File: config.mk
export PLATFORM = sky130hd
export DESIGN_NAME = baro_sample_sync_spike_filter
export DESIGN_NICKNAME = d
export VERILOG_FILES = /design/src/rtl/bssf_pkg.sv /design/src/rtl/bssf_frame_check.sv /design/src/rtl/baro_sample_sync_spike_filter.sv
export SDC_FILE = /design/constraint.sdc
export NUM_CORES = 1
export LEC_CHECK = 0
export BUFFER_PORTS_ARGS = -buffer_cell sky130_fd_sc_hd__buf_2
export CORE_AREA = 3 3 168 210
export CTS_BUF_LIST = sky130_fd_sc_hd__clkbuf_16
export DETAILED_ROUTE_END_ITERATION = 6
export DIE_AREA = 0 0 171 213
export SKIP_CTS_REPAIR_TIMING = 1
export SLEW_MARGIN = 20
export SYNTH_ARGS = -nofsm -noshare
export SYNTH_HDL_FRONTEND = slang
export SYNTH_SLANG_ARGS = --single-unit
File: constraint.sdc
create_clock -name clock -period 6.8 [get_ports clock]
set_clock_uncertainty 0.05 [all_clocks]
set_input_delay 1.36 -clock clock [delete_from_list [all_inputs] [get_ports clock]]
set_output_delay 1.36 -clock clock [all_outputs]
set_load 0.005 [all_outputs]
File: src/rtl/bssf_pkg.sv
// ----------------------------------------------------------------------------
// bssf_pkg
// Types and constants shared by the barometer sync and spike filter.
// ----------------------------------------------------------------------------
package bssf_pkg;

   localparam logic [1:0]  SPIKE_HOLD_FRAMES = 2'd3;
   localparam logic [15:0] SYNC_ERROR_MAX    = 16'hFFFF;
   localparam logic [15:0] NO_HISTORY        = 16'h0000;

   typedef struct packed {
      logic [15:0] pressure_in;
      logic [15:0] temperature_in;
   } req_type;

   typedef struct packed {
      logic [15:0] pressure_out;
      logic [15:0] temperature_out;
      logic        baro_valid;
      logic        spike_hold_active;
      logic [15:0] sync_error_total;
   } rsp_type;

   typedef struct packed {
      logic [15:0] previous_pressure;
      logic [15:0] previous_temperature;
      logic [15:0] good_pressure;
      logic [15:0] good_temperature;
      logic        expect_pressure_change;
      logic [1:0]  spike_countdown;
      logic        valid_flag;
      logic [15:0] sync_error_count;
   } filt_state_type;

   function automatic logic [15:0] abs_diff(input logic [15:0] a, input logic [15:0] b);
      abs_diff = (a > b) ? (a - b) : (b - a);
   endfunction

endpackage

File: src/rtl/bssf_frame_check.sv
// ----------------------------------------------------------------------------
// bssf_frame_check
// Per-frame alternation check, swap test and spike hold; gives next state
// and the result transaction for one frame.
// ----------------------------------------------------------------------------
module bssf_frame_check
   import bssf_pkg::*;
(
   input  req_type        frame,
   input  filt_state_type state_cur,
   output filt_state_type state_nxt,
   output rsp_type        result
);

   logic [15:0] p;
   logic [15:0] t;
   logic        sync_err;
   logic        expect_nxt;
   logic        valid_nxt;
   logic [1:0]  countdown;
   logic        have_p;
   logic        have_t;

   assign p      = frame.pressure_in;
   assign t      = frame.temperature_in;
   assign have_p = (state_cur.previous_pressure != NO_HISTORY);
   assign have_t = (state_cur.previous_temperature != NO_HISTORY);

   always_comb begin
      sync_err   = 1'b0;
      valid_nxt  = state_cur.valid_flag;
      expect_nxt = 1'b0;
      if (!state_cur.expect_pressure_change) begin
         expect_nxt = 1'b1;
         if (have_p && (state_cur.previous_pressure != p)) begin
            expect_nxt = 1'b0;
            sync_err   = 1'b1;
         end
      end else begin
         if (have_t) begin
            if (state_cur.previous_temperature != t) begin
               expect_nxt = 1'b1;
               sync_err   = 1'b1;
            end else begin
               valid_nxt = 1'b1;
            end
         end
      end

      // words look swapped when closer to the other word's history
      if (have_p && have_t) begin
         if (abs_diff(state_cur.previous_pressure, p) >
             abs_diff(state_cur.previous_temperature, p))
            valid_nxt = 1'b0;
         if (abs_diff(state_cur.previous_temperature, t) >
             abs_diff(state_cur.previous_pressure, t))
            valid_nxt = 1'b0;
      end

      countdown = (p == t) ? SPIKE_HOLD_FRAMES : state_cur.spike_countdown;

      state_nxt                        = state_cur;
      state_nxt.previous_pressure      = p;
      state_nxt.previous_temperature   = t;
      state_nxt.expect_pressure_change = expect_nxt;
      if (sync_err && (state_cur.sync_error_count != SYNC_ERROR_MAX))
         state_nxt.sync_error_count = state_cur.sync_error_count + 16'd1;

      if (countdown != 2'd0) begin
         valid_nxt                 = 1'b0;
         state_nxt.spike_countdown = countdown - 2'd1;
         result.pressure_out       = state_cur.good_pressure;
         result.temperature_out    = state_cur.good_temperature;
         result.spike_hold_active  = 1'b1;
      end else begin
         state_nxt.spike_countdown  = 2'd0;
         state_nxt.good_pressure    = p;
         state_nxt.good_temperature = t;
         result.pressure_out        = p;
         result.temperature_out     = t;
         result.spike_hold_active   = 1'b0;
      end

      state_nxt.valid_flag    = valid_nxt;
      result.baro_valid       = valid_nxt;
      result.sync_error_total = state_nxt.sync_error_count;
   end

endmodule

File: src/rtl/baro_sample_sync_spike_filter.sv
// ----------------------------------------------------------------------------
// baro_sample_sync_spike_filter
// Barometer frame alternation checker with swap detection and spike hold.
// ----------------------------------------------------------------------------
// Usage:
//   req_* carries one barometer frame per transaction (pressure and
//   temperature words). rsp_* returns exactly one result per frame, in
//   order: passed-on or held words, validity flag, hold flag and the
//   saturating sync error count.
//   Two register stages: the frame is captured in an input register, the
//   check logic runs on it and loads the result register once that register
//   is empty or being read; rsp_valid then shows the result.
//   Throughput is one frame per cycle unless rsp_ready stalls; the filter
//   state updates as a frame moves from the input to the result register.
//   A stalled rsp_ready holds the result; the input register still takes
//   one more frame, then req_ready drops until the result is taken.
//   Reset clears both stage valids and all filter state (history words,
//   good pair, phase, hold countdown, validity and error count).
// ----------------------------------------------------------------------------
module baro_sample_sync_spike_filter
   import bssf_pkg::*;
(
   input  logic    clock,
   input  logic    reset,
   input  logic    req_valid,
   output logic    req_ready,
   input  req_type req_data,
   output logic    rsp_valid,
   input  logic    rsp_ready,
   output rsp_type rsp_data
);

   logic           in_valid_ff;
   logic           in_valid_in;
   req_type        in_data_ff;
   logic           out_valid_ff;
   logic           out_valid_in;
   rsp_type        out_data_ff;
   filt_state_type state_ff;
   filt_state_type state_in;
   rsp_type        result;
   logic           out_take;
   logic           in_move;

   assign out_take  = !out_valid_ff || rsp_ready;
   assign in_move   = in_valid_ff && out_take;
   assign req_ready = !in_valid_ff || out_take;

   assign in_valid_in  = (req_valid && req_ready) || (in_valid_ff && !out_take);
   assign out_valid_in = in_move || (out_valid_ff && !rsp_ready);

   bssf_frame_check u_check (
      .frame     (in_data_ff),
      .state_cur (state_ff),
      .state_nxt (state_in),
      .result    (result)
   );

   always_ff @(posedge clock) begin
      if (reset) begin
         in_valid_ff  <= 1'b0;
         out_valid_ff <= 1'b0;
         state_ff     <= '0;
      end else begin
         in_valid_ff  <= in_valid_in;
         out_valid_ff <= out_valid_in;
         if (in_move)
            state_ff <= state_in;
      end
   end

   always_ff @(posedge clock) begin
      if (req_valid && req_ready)
         in_data_ff <= req_data;
      if (in_move)
         out_data_ff <= result;
   end

   assign rsp_valid = out_valid_ff;
   assign rsp_data  = out_data_ff;

`ifndef SYNTHESIS
   a_hold_not_valid: assert property (@(posedge clock) disable iff (reset)
      out_valid_ff && out_data_ff.spike_hold_active |-> !out_data_ff.baro_valid)
      else $error("spike hold result flagged valid");

   a_err_count_monotonic: assert property (@(posedge clock) disable iff (reset)
      !reset |=> state_ff.sync_error_count >= $past(state_ff.sync_error_count))
      else $error("sync error count decreased");

   a_in_stage_holds: assert property (@(posedge clock) disable iff (reset)
      in_valid_ff && !out_take |=> in_valid_ff && $stable(in_data_ff))
      else $error("stalled input stage lost its frame");

   a_state_only_on_move: assert property (@(posedge clock) disable iff (reset)
      !in_move |=> $stable(state_ff))
      else $error("filter state changed without a frame");
`endif

endmodule
==> impl_metrics.ini <==
[setup_path]
path_delay_family = compound AO/OA/AOI/OAI gates
endpoint_kind = flip-flop
worst_setup_path_start_kind = flip-flop
slowest_delay_ns = 0.80
worstPathMaxFanout = 16
crit_top_cell = o21ai_0
cp_slowest_cell = a21oi_2
path_buf_inv = 2
arrival_ns = 5.72
critPathRequiredTime_ns = 6.96
crit_chain = inv_1, ha_1, o21ai_0, o211ai_1, nand4_1, a21oi_2, buf_4, mux2_2, a31oi_1, o21ai_0, xnor2_1, ha_1, nand4_1, or3_1, o221ai_1, o21ai_0, a21oi_1, nor2_1
critical_path_class = flip-flop to flip-flop

[worst_hold_path]
hold_path_class = flip-flop to flip-flop

[global_route]
grt_pass1_vias = 11600
grt_pass1_wl_um = 71480
grt_remaining_overflow = 0
grt_start_max_net_pins = 75
antenna_found_initial = 1
grt.total_usage_pct = 26.06

[drt]
via_count = 11810
wirelength_um = 47370
dr.pass1.iters = 6
drt_first_iter_violations = 1014
via_per_inst = 5.839
drc_errors = 0
ant_nets = 0
wire_per_inst_um = 23.43

[power_and_ir_drop]
p_per_area_nw_per_um2 = 210.8
clkPwrFrac_pct = 32.1
p_comb_share_pct = 29.9
internal_power_uw = 2011
sequentialPowerShare_pct = 38.0
power.leakage_uw = 0.006138
p_sw_uw = 1077
ir_drop_v = 0.0002439
p_sw_share_pct = 34.87

[floorplan]
die_w_um = 171
die-area_um2 = 36420
rows = 75
io_pins = 88
coreArea_um2 = 33590
start_util_pct = 39.63
chipHeight_um = 213

[clock_network]
htree_levels = 4
clkTransAtPathRegs_ns = 0.08
clock-sinks = 168
cts_root_buf = clkbuf_16
cts_made_buffers = 17
cts_tree = built
clk_path_buf_depth = 2
clk-insertion-delay-late_ns = 0.46

[yosys]
synth_top_area_share_pct = 18.49
yosys_warnings = 0
synthFlopType = dfxtp_1
synth.largest_area_cell = edfxtp_1
synth_area_leaders = edfxtp_1, ha_1, dfxtp_1
synth_cells = 1545
yosys.cell_types.count = 67
synth_most_common_cell = a21oi_1
yosysSeqAreaShare_pct = 31.43
syn_avg_cell_area_um2 = 8.617
synth-edff-count = 82
synth_nets = 1746
synth-async-reset-ratio_pct = 0
synth_common_cells = a21oi_1, ha_1, nor2_1, nand2_1, inv_1
syn_area_um2 = 13310
ys_ff_latch = 168

[placed_design]
dpl.hpwl_um = 36860
dp_slack_ns = 1.314
gp_congestion = 1.005
io_buffers = 87

[finish]
antenna_cells = 0
areaGrowthSynthToFinish_pct = 9.971
layout.nets = 1787
final_layout_size_suffix_gt1_share_pct = 11.94

[sta]
max_slew_margin_pct = 27.72
fmax_mhz = 180.0
fin_ws_ns = 1.245
setup_tns_ns = 0
fin_crit_ns = 5.555
finalHoldWorstSlack_ns = 0.4373
min_period_over_period_pct = 81.69
slew_violations = 0
finalSetupViolCount = 0
grt_setup_unrepaired = false
worst_pin_slew_ns = 1.084
final_hold_viol_count = 0

[outcome]
outcome = completed

[job]
maxCapViolations = 0
## routing by layer
metal  vias up  part of all wire, %  GRT usage (%)  routed length, um
met5         -                    0              0                  0
met4         0                  4.2          10.61               1996
met3        77                  4.9          3.519               2337
met2       439                   49          45.15              23380
met1      5691                   41          32.68              19650
li1       5599                    -              -                  -
## flip-flops by register name, summed over array words and instances (netlist names)
name         cells
rsp_valid        1
in_valid_ff      1
in_data_ff      32
rsp_data        50
state_ff        84
## metrics by stage
stage	cells	cell area (um^2)	power (uW)	utilization (%)
floorplan	1545	13310	1815	-
global placement	1990	14060	2102	41.84
detailed placement	1990	14060	2097	41.84
CTS	2022	14640	3091	43.58
global route	2022	14640	3239	43.58
finish	2022	14640	3087	43.58
## final timing paths
kind                               end                       from  slack [ns]  depth (start not counted)
max             rsp_data[17]$_DFFE_PP_    in_data_ff[4]$_DFFE_PP_        1.25                         18
min          state_ff[43]$_SDFFE_PP0P_  state_ff[43]$_SDFFE_PP0P_        0.44                          2
max reg2reg     rsp_data[17]$_DFFE_PP_    in_data_ff[4]$_DFFE_PP_        1.25                         18
min reg2reg  state_ff[43]$_SDFFE_PP0P_  state_ff[43]$_SDFFE_PP0P_        0.44                          2
## placed cells by master, fill, tap and decap left out, types with 19 or more instances in the layout
cell	count
a21o_1	73
a21oi_1	194
buf_2	87
dfxtp_1	86
edfxtp_1	82
ha_1	157
inv_1	98
mux2_2	41
mux2i_1	25
nand2_1	134
nand3_1	28
nand4_1	34
nor2_1	139
nor3_1	19
o21ai_0	66
xnor2_1	78
xor2_1	22
## worst register-to-register path, stage by stage, from the launching register on
cell	delay [ns]
edfxtp_1	0.62
inv_1	0.22
ha_1	0.52
o21ai_0	0.21
o211ai_1	0.24
nand4_1	0.13
a21oi_2	0.80
buf_4	0.35
mux2_2	0.35
a31oi_1	0.13
o21ai_0	0.12
xnor2_1	0.18
ha_1	0.32
nand4_1	0.11
or3_1	0.39
o221ai_1	0.15
o21ai_0	0.15
a21oi_1	0.21
nor2_1	0.07
## cells by family after synthesis
kind of cell	synth area share, %
AOI/OAI and AO/OA	20.18
adders and majority gates	15.96
and+or+nand+nor	15.22
buffers and inverters	5.291
DFF	31.43
muxes	5.347
xor gates and xnor gates	6.578
## power by group through the flow
stage	Combinational [uW]	Sequential, uW	Clock, uW
2_1_floorplan	647	1170	0
3_3_place_gp	908	1190	0
3_5_place_dp	902	1190	0
4_1_cts	910	1170	1010
5_1_grt	1020	1180	1050
6_report	923	1170	990
## final cells by class
| class | count | area (um^2) |
|---|---|---|
| sequential | 168 | 4184 |
| clock buffer | 18 | 450.4 |
| timing repair buffer | 102 | 548.0 |
| fill | 3410 | 18950 |
| inverter | 96 | 361.6 |
| multi-input combinational | 1201 | 8433 |
| tap | 423 | 529.3 |
| clock inverter | 14 | 135.1 |
Power figures use the tool's default switching activity.
